[config.mk]
export PLATFORM = sky130hd
export DESIGN_NAME = pdss_ctrl
export DESIGN_NICKNAME = d
export VERILOG_FILES = /design/src/hdl/point_distance_shaker_sort_macros.svh /design/src/hdl/pdss_pkg.sv /design/src/hdl/pdss_ctrl.sv
export SDC_FILE = /design/constraint.sdc
export NUM_CORES = 1
export LEC_CHECK = 0
export BUFFER_PORTS_ARGS = -buffer_cell sky130_fd_sc_hd__buf_2
export CAP_MARGIN = 30
export CELL_PAD_IN_SITES_DETAIL_PLACEMENT = 0
export CELL_PAD_IN_SITES_GLOBAL_PLACEMENT = 1
export CORE_MARGIN = 4
export CORE_UTILIZATION = 33
export DETAILED_ROUTE_END_ITERATION = 8
export MAX_ROUTING_LAYER = met4
export PLACE_DENSITY = 0.68
export RECOVER_POWER = 25
export SLEW_MARGIN = 20
export SYNTH_ARGS = -nofsm -noshare
export SYNTH_HDL_FRONTEND = slang
export SYNTH_SLANG_ARGS = --single-unit
[constraint.sdc]
create_clock -name clk_i -period 3.13 [get_ports clk_i]
set_clock_uncertainty 0.15 [all_clocks]
set_input_delay 0.1565 -clock clk_i [delete_from_list [all_inputs] [get_ports clk_i]]
set_output_delay 0.1565 -clock clk_i [all_outputs]
set_load 0.02 [all_outputs]
[src/hdl/point_distance_shaker_sort_macros.svh]
// Assertion macros used by the point distance sorter top level.
`ifndef POINT_DISTANCE_SHAKER_SORT_MACROS_SVH
`define POINT_DISTANCE_SHAKER_SORT_MACROS_SVH

// Same-cycle implication, checked out of reset.
`define PDSS_ASSERT_NOW(label, clk, rst_n, ante, cons) \
  label: assert property (@(posedge clk) disable iff (!rst_n) (ante) |-> (cons)) \
    else $error("pdss: check failed");

// Next-cycle implication, checked out of reset.
`define PDSS_ASSERT_NEXT(label, clk, rst_n, ante, cons) \
  label: assert property (@(posedge clk) disable iff (!rst_n) (ante) |=> (cons)) \
    else $error("pdss: check failed");

`endif

[src/hdl/pdss_pkg.sv]
// Package with the widths, types and command structs of the point distance sorter.
`timescale 1ns / 1ps

package pdss_pkg;

  localparam int unsigned MAX_POINTS = 64;
  localparam int unsigned IDX_W      = $clog2(MAX_POINTS);
  localparam int unsigned CNT_W      = $clog2(MAX_POINTS + 1);
  localparam int unsigned COORD_W    = 16;
  localparam int unsigned DSQ_W      = 32;
  localparam int unsigned ROOT_W     = 24;
  localparam int unsigned RAD_W      = 2 * ROOT_W;
  localparam int unsigned FRAC_W     = RAD_W - DSQ_W;
  localparam int unsigned REM_W      = ROOT_W + 2;
  localparam int unsigned ITER_W     = $clog2(ROOT_W);

  // One stored point with its sort key
  typedef struct packed {
    logic signed [COORD_W-1:0] x;
    logic signed [COORD_W-1:0] y;
    logic [DSQ_W-1:0]          dsq;
  } point_t;

  // Source of the word written into the point store
  typedef enum logic [1:0] {
    WR_STAGE,
    WR_CARRY,
    WR_STEP
  } wr_src_e;

  // Commands from the controller to the datapath
  typedef struct packed {
    logic             capture;
    logic             rd_en;
    logic [IDX_W-1:0] rd_addr;
    logic             wr_en;
    logic [IDX_W-1:0] wr_addr;
    wr_src_e          wr_src;
    logic             load_carry;
    logic             dir_fwd;
    logic             sqrt_start;
    logic             sqrt_step;
    logic             push;
    logic             push_last;
    logic             push_drop;
  } dp_cmd_t;

  // Status from the datapath to the controller
  typedef struct packed {
    logic greater;
    logic out_free;
  } dp_sts_t;

endpackage

[src/hdl/pdss_ctrl.sv]
// Controller: load counting, shaker pass sequencing and readout sequencing.
`timescale 1ns / 1ps

module pdss_ctrl (
  input  logic                clk_i,
  input  logic                rst_ni,
  input  logic                in_valid_i,
  input  logic                last_point_i,
  output logic                in_ready_o,
  input  pdss_pkg::dp_sts_t   sts_i,
  output pdss_pkg::dp_cmd_t   cmd_o
);

  typedef enum logic [13:0] {
    S_LOAD   = 14'h0001,
    S_CLOSE  = 14'h0002,
    S_F_RD   = 14'h0004,
    S_F_LD   = 14'h0008,
    S_F_CMP  = 14'h0010,
    S_F_END  = 14'h0020,
    S_B_RD   = 14'h0040,
    S_B_LD   = 14'h0080,
    S_B_CMP  = 14'h0100,
    S_B_END  = 14'h0200,
    S_R_RD   = 14'h0400,
    S_R_LD   = 14'h0800,
    S_R_SQRT = 14'h1000,
    S_R_PUSH = 14'h2000
  } state_e;

  state_e                       state_q, state_d;
  logic [pdss_pkg::CNT_W-1:0]   count_q, count_d;
  logic                         ovf_q, ovf_d;
  logic                         stage_q, stage_d;
  logic [pdss_pkg::IDX_W-1:0]   lo_q, lo_d;
  logic [pdss_pkg::IDX_W-1:0]   hi_q, hi_d;
  logic [pdss_pkg::IDX_W-1:0]   idx_q, idx_d;
  logic [pdss_pkg::IDX_W-1:0]   k_q, k_d;
  logic                         swapped_q, swapped_d;
  logic [pdss_pkg::ITER_W-1:0]  iter_q, iter_d;
  logic                         accept;
  logic                         is_last;
  logic [pdss_pkg::IDX_W-1:0]   hi_dec;
  logic [pdss_pkg::IDX_W-1:0]   lo_inc;

  assign in_ready_o = (state_q == S_LOAD);
  assign accept     = in_valid_i && in_ready_o;
  assign is_last    = ((pdss_pkg::CNT_W'(k_q) + pdss_pkg::CNT_W'(1)) == count_q);
  assign hi_dec     = hi_q - pdss_pkg::IDX_W'(1);
  assign lo_inc     = lo_q + pdss_pkg::IDX_W'(1);

  // Sequence load, sort passes and readout
  always_comb begin
    state_d   = state_q;
    count_d   = count_q;
    ovf_d     = ovf_q;
    stage_d   = 1'b0;
    lo_d      = lo_q;
    hi_d      = hi_q;
    idx_d     = idx_q;
    k_d       = k_q;
    swapped_d = swapped_q;
    iter_d    = iter_q;
    cmd_o        = '0;
    cmd_o.wr_src = pdss_pkg::WR_STAGE;

    // Store the squared point in the cycle after its beat, or drop it when full
    if (stage_q) begin
      if (count_q < pdss_pkg::CNT_W'(pdss_pkg::MAX_POINTS)) begin
        cmd_o.wr_en   = 1'b1;
        cmd_o.wr_addr = count_q[pdss_pkg::IDX_W-1:0];
        count_d       = count_q + pdss_pkg::CNT_W'(1);
      end else begin
        ovf_d = 1'b1;
      end
    end

    unique case (state_q)
      S_LOAD: begin
        if (accept) begin
          cmd_o.capture = 1'b1;
          stage_d       = 1'b1;
          if (last_point_i) begin
            state_d = S_CLOSE;
          end
        end
      end
      S_CLOSE: begin
        lo_d = '0;
        k_d  = '0;
        hi_d = pdss_pkg::IDX_W'(count_d - pdss_pkg::CNT_W'(1));
        if (count_d == pdss_pkg::CNT_W'(1)) begin
          state_d = S_R_RD;
        end else begin
          state_d = S_F_RD;
        end
      end
      // Forward pass: carry the largest key up to hi
      S_F_RD: begin
        cmd_o.rd_en   = 1'b1;
        cmd_o.rd_addr = lo_q;
        idx_d         = lo_inc;
        swapped_d     = 1'b0;
        state_d       = S_F_LD;
      end
      S_F_LD: begin
        cmd_o.load_carry = 1'b1;
        cmd_o.rd_en      = 1'b1;
        cmd_o.rd_addr    = idx_q;
        state_d          = S_F_CMP;
      end
      S_F_CMP: begin
        cmd_o.wr_en   = 1'b1;
        cmd_o.wr_addr = idx_q - pdss_pkg::IDX_W'(1);
        cmd_o.wr_src  = pdss_pkg::WR_STEP;
        cmd_o.dir_fwd = 1'b1;
        swapped_d     = swapped_q || sts_i.greater;
        if (idx_q == hi_q) begin
          state_d = S_F_END;
        end else begin
          idx_d         = idx_q + pdss_pkg::IDX_W'(1);
          cmd_o.rd_en   = 1'b1;
          cmd_o.rd_addr = idx_q + pdss_pkg::IDX_W'(1);
        end
      end
      S_F_END: begin
        cmd_o.wr_en   = 1'b1;
        cmd_o.wr_addr = hi_q;
        cmd_o.wr_src  = pdss_pkg::WR_CARRY;
        hi_d          = hi_dec;
        if (!swapped_q || (lo_q >= hi_dec)) begin
          state_d = S_R_RD;
        end else begin
          state_d = S_B_RD;
        end
      end
      // Backward pass: carry the smallest key down to lo
      S_B_RD: begin
        cmd_o.rd_en   = 1'b1;
        cmd_o.rd_addr = hi_q;
        idx_d         = hi_dec;
        swapped_d     = 1'b0;
        state_d       = S_B_LD;
      end
      S_B_LD: begin
        cmd_o.load_carry = 1'b1;
        cmd_o.rd_en      = 1'b1;
        cmd_o.rd_addr    = idx_q;
        state_d          = S_B_CMP;
      end
      S_B_CMP: begin
        cmd_o.wr_en   = 1'b1;
        cmd_o.wr_addr = idx_q + pdss_pkg::IDX_W'(1);
        cmd_o.wr_src  = pdss_pkg::WR_STEP;
        swapped_d     = swapped_q || sts_i.greater;
        if (idx_q == lo_q) begin
          state_d = S_B_END;
        end else begin
          idx_d         = idx_q - pdss_pkg::IDX_W'(1);
          cmd_o.rd_en   = 1'b1;
          cmd_o.rd_addr = idx_q - pdss_pkg::IDX_W'(1);
        end
      end
      S_B_END: begin
        cmd_o.wr_en   = 1'b1;
        cmd_o.wr_addr = lo_q;
        cmd_o.wr_src  = pdss_pkg::WR_CARRY;
        lo_d          = lo_inc;
        if (!swapped_q || (lo_inc >= hi_q)) begin
          state_d = S_R_RD;
        end else begin
          state_d = S_F_RD;
        end
      end
      // Readout: fetch, take the root, hand over the beat
      S_R_RD: begin
        cmd_o.rd_en   = 1'b1;
        cmd_o.rd_addr = k_q;
        state_d       = S_R_LD;
      end
      S_R_LD: begin
        cmd_o.sqrt_start = 1'b1;
        iter_d           = '0;
        state_d          = S_R_SQRT;
      end
      S_R_SQRT: begin
        cmd_o.sqrt_step = 1'b1;
        iter_d          = iter_q + pdss_pkg::ITER_W'(1);
        if (iter_q == pdss_pkg::ITER_W'(pdss_pkg::ROOT_W - 1)) begin
          state_d = S_R_PUSH;
        end
      end
      S_R_PUSH: begin
        if (sts_i.out_free) begin
          cmd_o.push      = 1'b1;
          cmd_o.push_last = is_last;
          cmd_o.push_drop = is_last && ovf_q;
          if (is_last) begin
            count_d = '0;
            ovf_d   = 1'b0;
            state_d = S_LOAD;
          end else begin
            k_d     = k_q + pdss_pkg::IDX_W'(1);
            state_d = S_R_RD;
          end
        end
      end
      default: begin
        state_d = S_LOAD;
      end
    endcase
  end

  // Control registers
  always_ff @(posedge clk_i or negedge rst_ni) begin
    if (!rst_ni) begin
      state_q   <= S_LOAD;
      count_q   <= '0;
      ovf_q     <= 1'b0;
      stage_q   <= 1'b0;
      lo_q      <= '0;
      hi_q      <= '0;
      idx_q     <= '0;
      k_q       <= '0;
      swapped_q <= 1'b0;
      iter_q    <= '0;
    end else begin
      state_q   <= state_d;
      count_q   <= count_d;
      ovf_q     <= ovf_d;
      stage_q   <= stage_d;
      lo_q      <= lo_d;
      hi_q      <= hi_d;
      idx_q     <= idx_d;
      k_q       <= k_d;
      swapped_q <= swapped_d;
      iter_q    <= iter_d;
    end
  end

endmodule
==> metrics.sh <==
CLOCK_LATENCY_NS=0.30
NUMBER_OF_ENABLE_FLIP_FLOP_CELLS_AFTER_SYNTHESIS=0
CTS-BUFFERS-INSERTED=5
PEAKVDDDROP_V=0.000280
DRT-INITIAL-DRC-COUNT=396
SYNTH_CELL_TYPE_COUNT=69
CRITICAL_PATH_CELL_COUNT=7
ARRIVAL_NS=2.74
WL_MET1_UM=6800
CRIT_PATH_REQUIRED_TIME_NS=2.82
DRT-TOTAL-WL_UM=15000
SYNTH_TOP_CELLS_BY_COUNT='52 x dfrtp_1, 37 x nand2_1, 36 x nor2_1, 30 x nand3_1, 30 x o21ai_0'
DRT-PASS1-ITER-COUNT=5
PORT-BUFFER-COUNT=30
GRT_MAX_DEGREE=22
LAYOUT-DRIVE-GT1-SHARE_PCT=21.2
SYNTH_AREA_LEADERS='dfrtp_1 30%, ha_1 5.5%, xor2_1 5.3%, xnor2_1 4.5%, nand3_1 3.5%'
SYNTH.YOSYS.SEQ_AREA_SHARE_PCT=30.7
RSZ0062_AT_GRT='false'
AREA_FRACTION_OF_THE_DOMINANT_CELL_TYPE_AFTER_SYNTHESIS_PCT=30.1
DETAILEDPLACE.WORSTSLACK_NS=0.0224
PATH_DELAY_FAMILY='simple AND/OR/NAND/NOR gates'
ROUTEDWLPERCELL_UM=20.7
POST_LAYOUT_NONFILLER_INSTANCES=728
POWERDENSITY_nW_PER_UM2=510
POSTSYNTHNETCOUNT=535
REPORT.FINAL.HOLD_VIOL_COUNT=0
HPWL_UM=11700
CTS_ROOT_BUFFER='clkbuf_16'
TOP_LAYER='met4'
CRIT_FANOUT=8
DESIGN.DIE.AREA_SQ_UM=15000
INITIAL_STANDARD_CELL_UTILIZATION_OF_THE_CORE_PCT=34.0
TOTAL_LEAKAGE_POWER_uW=0.00233
WHS_NS=0.0119
MIN_PATH_CELLS=2
TOTAL_POWER_uW=2610
PERIOD_NEEDED_NS=3.05
SYNTH_LARGEST_AREA_CELL='dfrtp_1'
PATH_CLK_SLEW_NS=0.08
ROUTED-VIA-COUNT=4270
SYNTH_WARNINGS=0
CTS.SINK_COUNT=53
MAXCAP_VIOLATIONS=0
SLEW_HEADROOM_PCT=11.8
ROW_COUNT=41
START_KIND='register'
GRT_ANTENNA_BEFORE_REPAIR=0
POST_SYNTHESIS_CELLS=510
I_O_PINS=31
SLOWEST_STAGE='or4_4'
SYNTH.MOST_COMMON_CELL='dfrtp_1'
FINALWEIGHTEDCONGESTION=0.941
ACHIEVABLE-FREQUENCY_MHz=328
NUM_ANTENNA_CELLS=0
GRT_OVERFLOW_TOTAL=0
FINAL-MAX-SLEW-VIOLATION-COUNT=0
POST-ROUTE-PERIOD-UTIL_PCT=97.4
CORE_AREA_SQ_UM=12700
REMAINING_DRC_ERRORS=0
DIE_HEIGHT_UM=122
GROUTE.USAGE.OVERALL_PCT=21.3
SYN_AREA_SQ_UM=4320
WORST_PIN_SLEW_NS=1.32
FIN_NETS=580
AREA_GROWTH_SYN_TO_LAYOUT_PCT=18.6
WORST_SETUP_PATH_END_KIND='primary output'
TIMING.CRITICAL_PATH.SLOWEST_CELL_DELAY_NS=0.60
CLOCK_TREE.BUFFER_DEPTH=2
SYNTH-MAIN-FF-CELL='dfrtp_1'
DIE_WIDTH_UM=122
SYNTH-ASYNC-RESET-RATIO_PCT=100
POSTSYNTHREGISTERBITS=53
TIMING.SETUP.CRITICAL_PATH_CLASS='register to primary output'
VIAS_PER_CELL=5.87
FIRST_GLOBAL_VIAS=4145
WORST-R2R-CELL-COUNT=9
ROUTE.MET3.WL_UM=824
FINALSETUPVIOLCOUNT=0
TRITONCTS='done'
DETAIL_ROUTE_MET2_WL_UM=7170
POST-ROUTE-WORST-SETUP-SLACK_NS=0.0827
HTREE_NUM_LEVELS=2
SYN_AVG_CELL_AREA_SQ_UM=8.47
PLACE_INST=716
STATUS='finished, final reports clean'
FIN_TNS_SETUP_NS=0
GRT_FIRST_PASS_WIRELENGTH_UM=23700
ANT_NETS=0
TYPE_OF_THE_MOST_CRITICAL_HOLD_PATH='input port to register'
CRIT_PATH_CELL_TRACE='or4_4, or4_4, a21oi_4, nor2_2, nand3_1, nand3_1, buf_2'
BUFFERING_STAGE_COUNT_ON_THE_WORST_PATH_WITH_INVERTERS_INCLUDED=1
[stage by stage]
stage	area [sq um]	utilization, %
global route	5120	40.3
floorplan	4320	-
detailed placement	4840	38.1
global placement	4820	37.9
CTS	5050	39.7
finish	5120	40.3
[layer usage]
metal / up-vias / track usage (%)
met1: 2138 / 28.5
li1: 1974 / -
met3: 17 / 2.35
met4: 0 / 5.81
met5: - / -
met2: 141 / 34.3
[timing repair]
action,4_1_cts,5_1_grt
setup endpoints to repair,10,13
setup buffers,0,2
gates cloned,0,0
pin swaps,0,1
endpoints found under the hold margin,19,0
hold buffers,2,0
gates resized for setup,6,22
[placed cells by master, fill, tap and decap left out, types with 4 or more instances in the layout]
cell       instances
inv_1             24
dfrtp_1           48
a21oi_1           14
xor2_1            26
a22o_1             5
nand3_1           29
and2_1             4
a21o_1             4
mux2i_1            9
and3_1             8
nor2b_1            6
or4_4              4
dfrtp_2            4
buf_4             38
clkbuf_16          5
xnor2_1           20
nand2_1           37
o21ai_0           29
ha_1              19
nor3_2             4
nor3_1            18
nor2_1            35
mux2_2             4
and4_1             4
buf_2             30
nand2b_1           6
or3_1              7
nor4_1             6
a22oi_1            5
a222oi_1          12
nand4_1           13
[final cells by class]
class | instances | area [sq um]
Clock inverter | 2 | 16.3
Timing Repair Buffer | 74 | 478
Multi-Input combinational cell | 396 | 2850
Inverter | 25 | 93.8
Clock buffer | 6 | 139
Fill cell | 1375 | 7600
Sequential cell | 53 | 1330
Tap cell | 172 | 215
[cells by family (layout without fill, tap and decap cells)]
logic type / count (synthesis) / after routing / share of synthesized area (%)
AOI/OAI and AO/OA: 106 / 106 / 17.8
xor gates and xnor gates: 49 / 49 / 10.3
adders and majority gates: 20 / 20 / 5.73
buffers and inverters: 61 / 107 / 5.68
DFF: 53 / 53 / 30.7
muxes: 13 / 13 / 3.13
and+or+nand+nor: 208 / 208 / 26.7
[flip-flops by register name, indices dropped and copies added, names as in the netlist]
signal and cells:
idx_q 6, iter_q 5, hi_q 6, k_q 6
swapped_q 1, lo_q 6, state_q 14, count_q 7
stage_q 1, ovf_q 1
[final timing paths]
path	startpoint	endpoint	slack (ns)
worst max-delay path	state_q[5]$_DFFE_PN0P_	cmd_o[12]	0.08
worst min-delay path	in_valid_i	stage_q$_DFF_PN0_	0.01
worst max register to register	lo_q[1]$_DFFE_PN0P_	state_q[2]$_DFFE_PN0P_	0.11
worst min register to register	ovf_q$_DFF_PN0_	ovf_q$_DFF_PN0_	0.36
max in group asynchronous	rst_ni	state_q[5]$_DFFE_PN0P_	0.47
min in group asynchronous	rst_ni	lo_q[5]$_DFFE_PN0P_	0.54
[power breakdown]
| group | switching, uW | total [uW] | internal [uW] |
|---|---|---|---|
| clock | 280 | 602 | 322 |
| combinational | 691 | 1140 | 452 |
| sequential | 108 | 865 | 757 |
| total | 1080 | 2610 | 1530 |
Power figures use the tool's default switching activity.
